`src/hdl/multi_pipe_byte_fifo_pool_unit_assert.svh`:
```
// Assertion macros for the pipe pool
`ifndef MULTI_PIPE_BYTE_FIFO_POOL_UNIT_ASSERT_SVH
`define MULTI_PIPE_BYTE_FIFO_POOL_UNIT_ASSERT_SVH

// same-cycle implication
`define MPBFP_ASSERT_NOW(lbl, ante, cons) \
    lbl: assert property (@(posedge aclk) disable iff (!aresetn) (ante) |-> (cons)) \
        else $error("pipe pool check failed");

// next-cycle implication
`define MPBFP_ASSERT_NEXT(lbl, ante, cons) \
    lbl: assert property (@(posedge aclk) disable iff (!aresetn) (ante) |=> (cons)) \
        else $error("pipe pool check failed");

`endif

```
`src/hdl/mpbfp_pkg.sv`:
```
package mpbfp_pkg;

    localparam int CHANNELS_DEF     = 32;
    localparam int BUFFER_BYTES_DEF = 256;

    localparam int CNT_W = 9;
    localparam logic [CNT_W-1:0] COUNT_MAX = 9'd256;

    localparam logic [1:0] MODE_CREATE = 2'd0;
    localparam logic [1:0] MODE_WRITE  = 2'd1;
    localparam logic [1:0] MODE_READ   = 2'd2;
    localparam logic [1:0] MODE_CLOSE  = 2'd3;

    localparam logic [2:0] ST_OK       = 3'd0;
    localparam logic [2:0] ST_NO_FREE  = 3'd1;
    localparam logic [2:0] ST_NOT_OPEN = 3'd2;
    localparam logic [2:0] ST_FULL     = 3'd3;
    localparam logic [2:0] ST_EMPTY    = 3'd4;

    localparam int S_DATA_W = 80;
    localparam int M_DATA_W = 32;

    typedef struct packed {
        logic capture;
        logic exec;
        logic load_out;
    } mpbfp_cmd_t;

endpackage

```
`src/hdl/mpbfp_ctrl.sv`:
```
module mpbfp_ctrl (
    input  logic                   aclk,
    input  logic                   aresetn,
    input  logic                   s_tvalid,
    output logic                   s_tready,
    output logic                   m_tvalid,
    input  logic                   m_tready,
    output mpbfp_pkg::mpbfp_cmd_t  cmd
);
    import mpbfp_pkg::*;

    localparam logic [1:0] S_IDLE = 2'd0;
    localparam logic [1:0] S_EXEC = 2'd1;
    localparam logic [1:0] S_DONE = 2'd2;

    logic [1:0] state_reg, state_next;
    logic       m_tvalid_reg, m_tvalid_next;
    logic       out_free;
    logic       accept;

    assign out_free = !m_tvalid_reg || m_tready;
    assign s_tready = (state_reg == S_IDLE) || ((state_reg == S_DONE) && out_free);
    assign accept   = s_tvalid && s_tready;
    assign m_tvalid = m_tvalid_reg;

    always_comb begin
        state_next   = state_reg;
        cmd.capture  = accept;
        cmd.exec     = 1'b0;
        cmd.load_out = 1'b0;
        unique case (state_reg)
            S_IDLE: begin
                if (accept) state_next = S_EXEC;
            end
            S_EXEC: begin
                cmd.exec   = 1'b1;
                state_next = S_DONE;
            end
            S_DONE: begin
                if (out_free) begin
                    cmd.load_out = 1'b1;
                    state_next   = accept ? S_EXEC : S_IDLE;
                end
            end
            default: begin
                state_next = S_IDLE;
            end
        endcase
    end

    always_comb begin
        m_tvalid_next = m_tvalid_reg;
        if (cmd.load_out)  m_tvalid_next = 1'b1;
        else if (m_tready) m_tvalid_next = 1'b0;
    end

    always_ff @(posedge aclk) begin
        if (!aresetn) begin
            state_reg    <= S_IDLE;
            m_tvalid_reg <= 1'b0;
        end else begin
            state_reg    <= state_next;
            m_tvalid_reg <= m_tvalid_next;
        end
    end

endmodule

```
`config.mk`:
```
export PLATFORM = sky130hd
export DESIGN_NAME = mpbfp_ctrl
export DESIGN_NICKNAME = d
export VERILOG_FILES = /design/src/hdl/multi_pipe_byte_fifo_pool_unit_assert.svh /design/src/hdl/mpbfp_pkg.sv /design/src/hdl/mpbfp_ctrl.sv
export SDC_FILE = /design/constraint.sdc
export NUM_CORES = 1
export LEC_CHECK = 0
export CORE_AREA = 2 2 39 41
export DETAILED_ROUTE_END_ITERATION = 16
export DIE_AREA = 0 0 41 43
export DONT_BUFFER_PORTS = 1
export GPL_TIMING_DRIVEN = 0
export PLACE_DENSITY_LB_ADDON = 0.1
export SYNTH_ARGS = -nofsm -noshare
export SYNTH_HDL_FRONTEND = slang
export SYNTH_SLANG_ARGS = --single-unit
```
`constraint.sdc`:
```
create_clock -name aclk -period 1.32 [get_ports aclk]
set_clock_uncertainty 0.1 [all_clocks]
set_input_delay 0.198 -clock aclk [delete_from_list [all_inputs] [get_ports aclk]]
set_output_delay 0.198 -clock aclk [all_outputs]
set_load 0.01 [all_outputs]
```
==> results of run 1 <==
-- through the flow --
step                      util (%)  TNS, ns  hold WS [ns]  total power [uW]  setup WS (ns)
after floorplan                  -        0         0.215               123         0.0975
after global placement        14.1        0         0.224               127         0.0299
after detailed placement      14.1        0         0.227               127         0.0359
after CTS                     18.2   -0.187       0.00292               297         -0.107
after global routing          19.1   -0.273        0.0114               311         -0.126
final                         19.1   -0.133        0.0100               289        -0.0680
-- cells by family (layout without fill, tap and decap cells) --
family,Yosys count,count (layout),synth area share [%]
compound gates,2,2,8.57
flops,3,3,34.3
buf+inv,3,9,12.9
simple gates,9,9,44.3
-- critical path: cells and delay by family (launching register included) --
kind,cells,cell delay (ns)
and+or+nand+nor,2,0.38
DFF,1,0.36
buffers and inverters,1,0.11
-- worst paths after layout --
kind | slack (ns) | to | from | cells after the start
min reg2reg | 0.36 | state_reg[0] | state_reg[0] | 1
max reg2reg | 0.19 | state_reg[0] | m_tvalid | 3
max | -0.07 | cmd[0] | m_tvalid | 3
min | 0.01 | m_tvalid | aresetn | 1
-- power breakdown --
part / leakage (uW) / total, uW / switching [uW] / internal (uW)
Clock: 0.0000150 / 159 / 46.2 / 113
Sequential: 0.0000257 / 99.4 / 5.06 / 94.4
Combinational: 0.0000738 / 30.4 / 10.1 / 20.2
Total: 0.000114 / 289 / 61.4 / 228
-- Yosys cell counts --
master	number	share of area [%]
a21boi_0	1	4.3
dfxtp_1	3	34
nor4bb_2	1	9.3
and4bb_2	1	7.1
or2b_2	1	5.0
nor3b_1	1	4.3
nand2b_1	1	3.6
nor2_1	1	2.1
o21a_1	1	4.3
and3b_1	1	5.0
and2b_1	1	4.3
nor2b_1	1	3.6
buf_4	3	13
-- layer usage --
metal  routed length, um  vias to the layer above  GRT usage, %
li1                    -                       68             -
met1                 131                       63          5.75
met2                 167                       11          6.25
met3                  77                        0          3.66
met4                   0                        0          8.00
met5                   0                        -             0
-- what timing repair did --
item                                   in CTS  in global routing
hold buffers                                1                  0
endpoints found under the hold margin       1                  0
buffers inserted                            1                  0
setup endpoints to repair                   2                  4
pin swaps                                   0                  0
gates cloned                                0                  0
gates resized for setup                     5                  4
-- area by class of cell --
| cell class | count | area, um^2 |
|---|---|---|
| tap | 16 | 20.0 |
| timing repair buffer | 2 | 17.5 |
| fill | 160 | 1120 |
| buffer | 3 | 26.3 |
| sequential | 3 | 65.1 |
| multi-input combinational | 11 | 109 |
| clock buffer | 4 | 26.3 |
==> summary.md, run 1 <==
| Metric | Value |
|---|---|
| CP Data Required Time | 1.02 ns |
| Max reg flops | 2 |
| Initial core utilization | 12.7% |
| Die H | 43 um |
| RSZ-0062 raised after global routing | yes |
| Inserted Clock Buffers | 3 |
| Yosys reg bits | 3 |
| Max-cap viol count | 0 |
| Crit-path slowest cell | dfxtp_4 |
| Global-route wire length before repair | 627 um |
| Nets | 28 |
| Placement Rows | 14 |
| Register area share after synthesis | 34.3% |
| Die W | 41 um |
| Starting DRT DRC Count | 0 |
| Syn_nets | 21 |
| Total gr overflow | 0 |
| Largest stage delay, worst path | 0.36 ns |
| Failing checks | setup timing |
| Slew of the pin with the lowest slew margin | 0.207 ns |
| Top Ports | 9 |
| Dpl cell area | 195 um^2 |
| Initial antenna violation count | 0 |
| Clock sinks | 3 |
| Initial DRT Pass Iterations | 1 |
| Synthesized area per cell | 10.3 um^2 |
| Die area | 1760 um^2 |
| Crit Path Category | reg2out |
| Slew Limit Fails | 0 |
| Vias after detailed routing | 142 |
| Clk root buf | clkbuf_4 |
| Worst Setup Start Kind | flop |
| WL final | 376 um |
| Dpl cells | 33 |
| Relative slew margins | 86.1% |
| Post-route DRC | 0 |
| Worst vdd ir | 339 uV |
| Final HPWL DP | 286 um |
| Yosys warning count | 0 |
| Clock period minus worst slack | 1.39 ns |
| Cells after synthesis | 17 |
| P_leak | 0.000114 uW |
| Status | complete, but fails checks |
| Layout Cells excl Fill | 39 |
| Period utilization | 105% |
| Min-Delay Path Class | in2reg |
| Tot GR Track Use | 5.71% |
| H-tree Lvls | 1 |
| Final hold viol count | 0 |
| Finish-stage setup viols | 2 |
| DR WL/cell | 9.64 um |
| GPL Wtd Cong | 0.618 |
| Clock tree buffer depth | 2 |
| Syn Std Cell Area | 175 um^2 |
| # diodes | 0 |
| Vias in the first global route | 169 |
| Core ar. | 1380 um^2 |
| Most frequent cells in the layout | buf_4, clkbuf_4 |
| Power Dens Cells | 1100 nW/um^2 |
| Post-synth cell types | 13 |
| Register clock-pin slew on the reported worst setup and hold paths | 0.04 ns |
| Crit path max fanout | 4 |
| CP arrival | 1.09 ns |
| Post-route cell area | 264 um^2 |
| Share of layout cells above drive strength 1 | 65.2% |
| Critical path cell sequence | or2b_4 -> nor2b_4 -> buf_6 |
| Worst setup EP type | primary output |
| Post-route setup slack | -0.0680 ns |
| Fmax | 720 MHz |
| Largest net degree at the start of global routing | 7 |
| Area growth, synth to finish | 50.7% |
| Via density | 3.64 |
| Clock Latency Late Sink | 0.23 ns |
| CTS tree | yes |
| Routed Antenna Nets | 0 |
| Count of input and output buffers | 0 |
Note: power is estimated with default switching activity, not from simulation.
==> run 2, diff against run 1 <==
--- a/config.mk
+++ b/config.mk
@@ -11,6 +11,7 @@
 export DONT_BUFFER_PORTS = 1
 export GPL_TIMING_DRIVEN = 0
 export PLACE_DENSITY_LB_ADDON = 0.1
+export SKIP_CTS_REPAIR_TIMING = 1
 export SYNTH_ARGS = -nofsm -noshare
 export SYNTH_HDL_FRONTEND = slang
 export SYNTH_SLANG_ARGS = --single-unit
==> run 2 against run 1 <==
Against the previous run:
- the run still ends with setup timing left
- sequential power about the same
- worst setup slack worse by 0.00073 ns
- total power barely moved
- via count is 2.8% lower
- critical path depth did not move
- first-iteration DRC count is the same
- count of clock-buffer cells in the layout unchanged
- register-to-register slack improved by 0.13 ns
- critical path type unchanged
==> summary.md, run 2 (synthesis results as in run 1) <==
| Metric | Value |
|---|---|
| Status | complete, but fails checks |
| Failing checks | setup timing |
| Final HPWL DP | 286 um |
| Via density | 3.63 |
| Power Dens Cells | 1130 nW/um^2 |
| P_leak | 0.000110 uW |
| Initial core utilization | 12.7% |
| WHS Path Cells | 1 |
| Filler cell count | 160 |
| RR Startpoint | m_tvalid |
| Vias after detailed routing | 138 |
| Slew of the pin with the lowest slew margin | 0.206 ns |
| Clock period minus worst slack | 1.39 ns |
| Top Ports | 9 |
| Total gr overflow | 0 |
| Clk root buf | clkbuf_4 |
| WL final | 365 um |
| Core ar. | 1380 um^2 |
| Area growth, synth to finish | 45.7% |
| Initial DRT Pass Iterations | 1 |
| Max-cap viol count | 0 |
| Slew Limit Fails | 0 |
| Layout Cells excl Fill | 38 |
| Placement Rows | 14 |
| Count of input and output buffers | 0 |
| Commonest non-fill, non-tap cell in the layout | clkbuf_4 |
| Die H | 43 um |
| Hold endpoint | m_tvalid |
| Max reg flops | 2 |
| Inserted Clock Buffers | 3 |
| # diodes | 0 |
| Largest net degree at the start of global routing | 7 |
| Share of layout cells above drive strength 1 | 59.1% |
| Fmax | 720 MHz |
| Register clock-pin slew on the reported worst setup and hold paths | 0.04 ns |
| Worst Reg-to-Reg Cells | 2 |
| RR Endpoint | state_reg[0] |
| Min-delay src | aresetn |
| GPL Wtd Cong | 0.618 |
| Most frequent cells in the layout | clkbuf_4, buf_4 |
| Clock tree buffer depth | 2 |
| CTS tree | yes |
| Post-route DRC | 0 |
| Finish-stage setup viols | 2 |
| Post-route setup slack | -0.0687 ns |
| Nets | 27 |
| Multi-input logic area | 108 um^2 |
| Min-Delay Path Class | in2reg |
| Vias in the first global route | 164 |
| H-tree Lvls | 1 |
| Period utilization | 105% |
| Die W | 41 um |
| Clock Latency Late Sink | 0.23 ns |
| Setup slack, reg-to-reg | 0.32 ns |
| Crit Path Category | reg2out |
| Sequential cell area | 65.1 um^2 |
| Routed Antenna Nets | 0 |
| Crit path max fanout | 4 |
| Starting DRT DRC Count | 0 |
| Worst setup EP type | primary output |
| CP Data Required Time | 1.02 ns |
| Tot GR Track Use | 5.51% |
| Place WS | 0.0359 ns |
| Worst vdd ir | 339 uV |
| Initial antenna violation count | 0 |
| Worst Setup Start Kind | flop |
| DR WL/cell | 9.61 um |
| CP arrival | 1.09 ns |
| Dpl cells | 33 |
| Final hold viol count | 0 |
| Clock sinks | 3 |
| Global-route wire length before repair | 593 um |
| Die area | 1760 um^2 |
| RSZ-0062 raised after global routing | yes |
| Relative slew margins | 86.2% |
## run 2: layer usage
metal / global-route usage, % / share of wire [%] / vias up
li1: - / - / 66
met1: 5.75 / 36 / 61
met2: 6.25 / 43 / 11
met3: 2.62 / 21 / 0
met4: 8.00 / 0 / 0
met5: 0 / 0 / -
## run 2: layout make-up
class | instances | share of cell area, %
multi-input cells | 11 | 42.2
well taps | 16 | 7.84
flip-flops and latches | 3 | 25.5
clock buffers | 4 | 10.3
plain buffers | 3 | 10.3
repair buffers | 1 | 3.92
## run 2: stage by stage
step / utilization (%) / hold slack (ns) / instance area [um^2] / total power (uW) / TNS [ns]
floorplan: - / 0.215 / 175 / 123 / 0
global route: 18.4 / 0.0114 / 255 / 311 / -0.273
finish: 18.4 / 0.00994 / 255 / 289 / -0.130
CTS: 16.0 / -0.0163 / 221 / 295 / -0.349
detailed placement: 14.1 / 0.227 / 195 / 127 / 0
global placement: 14.1 / 0.224 / 195 / 127 / 0
## run 2: how the worst max path moves through the flow
stage	from	to	slack, ns
final	m_tvalid	cmd[0]	-0.07
after global routing	m_tvalid	cmd[2]	-0.13
after CTS	m_tvalid	cmd[0]	-0.22
after detailed placement	m_tvalid	cmd[0]	0.04
after global placement	m_tvalid	cmd[0]	0.03
after floorplan	m_tvalid	cmd[0]	0.1
## run 2: critical path, stage by stage, from the launching register on
cell and delay, ns:
dfxtp_4 0.36, or2b_4 0.26, nor2b_4 0.12, buf_6 0.11
## run 2: power breakdown
| group | switching (uW) | internal (uW) |
|---|---|---|
| logic | 10.1 | 20.1 |
| clock network | 46.2 | 113 |
| registers | 5.18 | 94.4 |
| total | 61.4 | 228 |
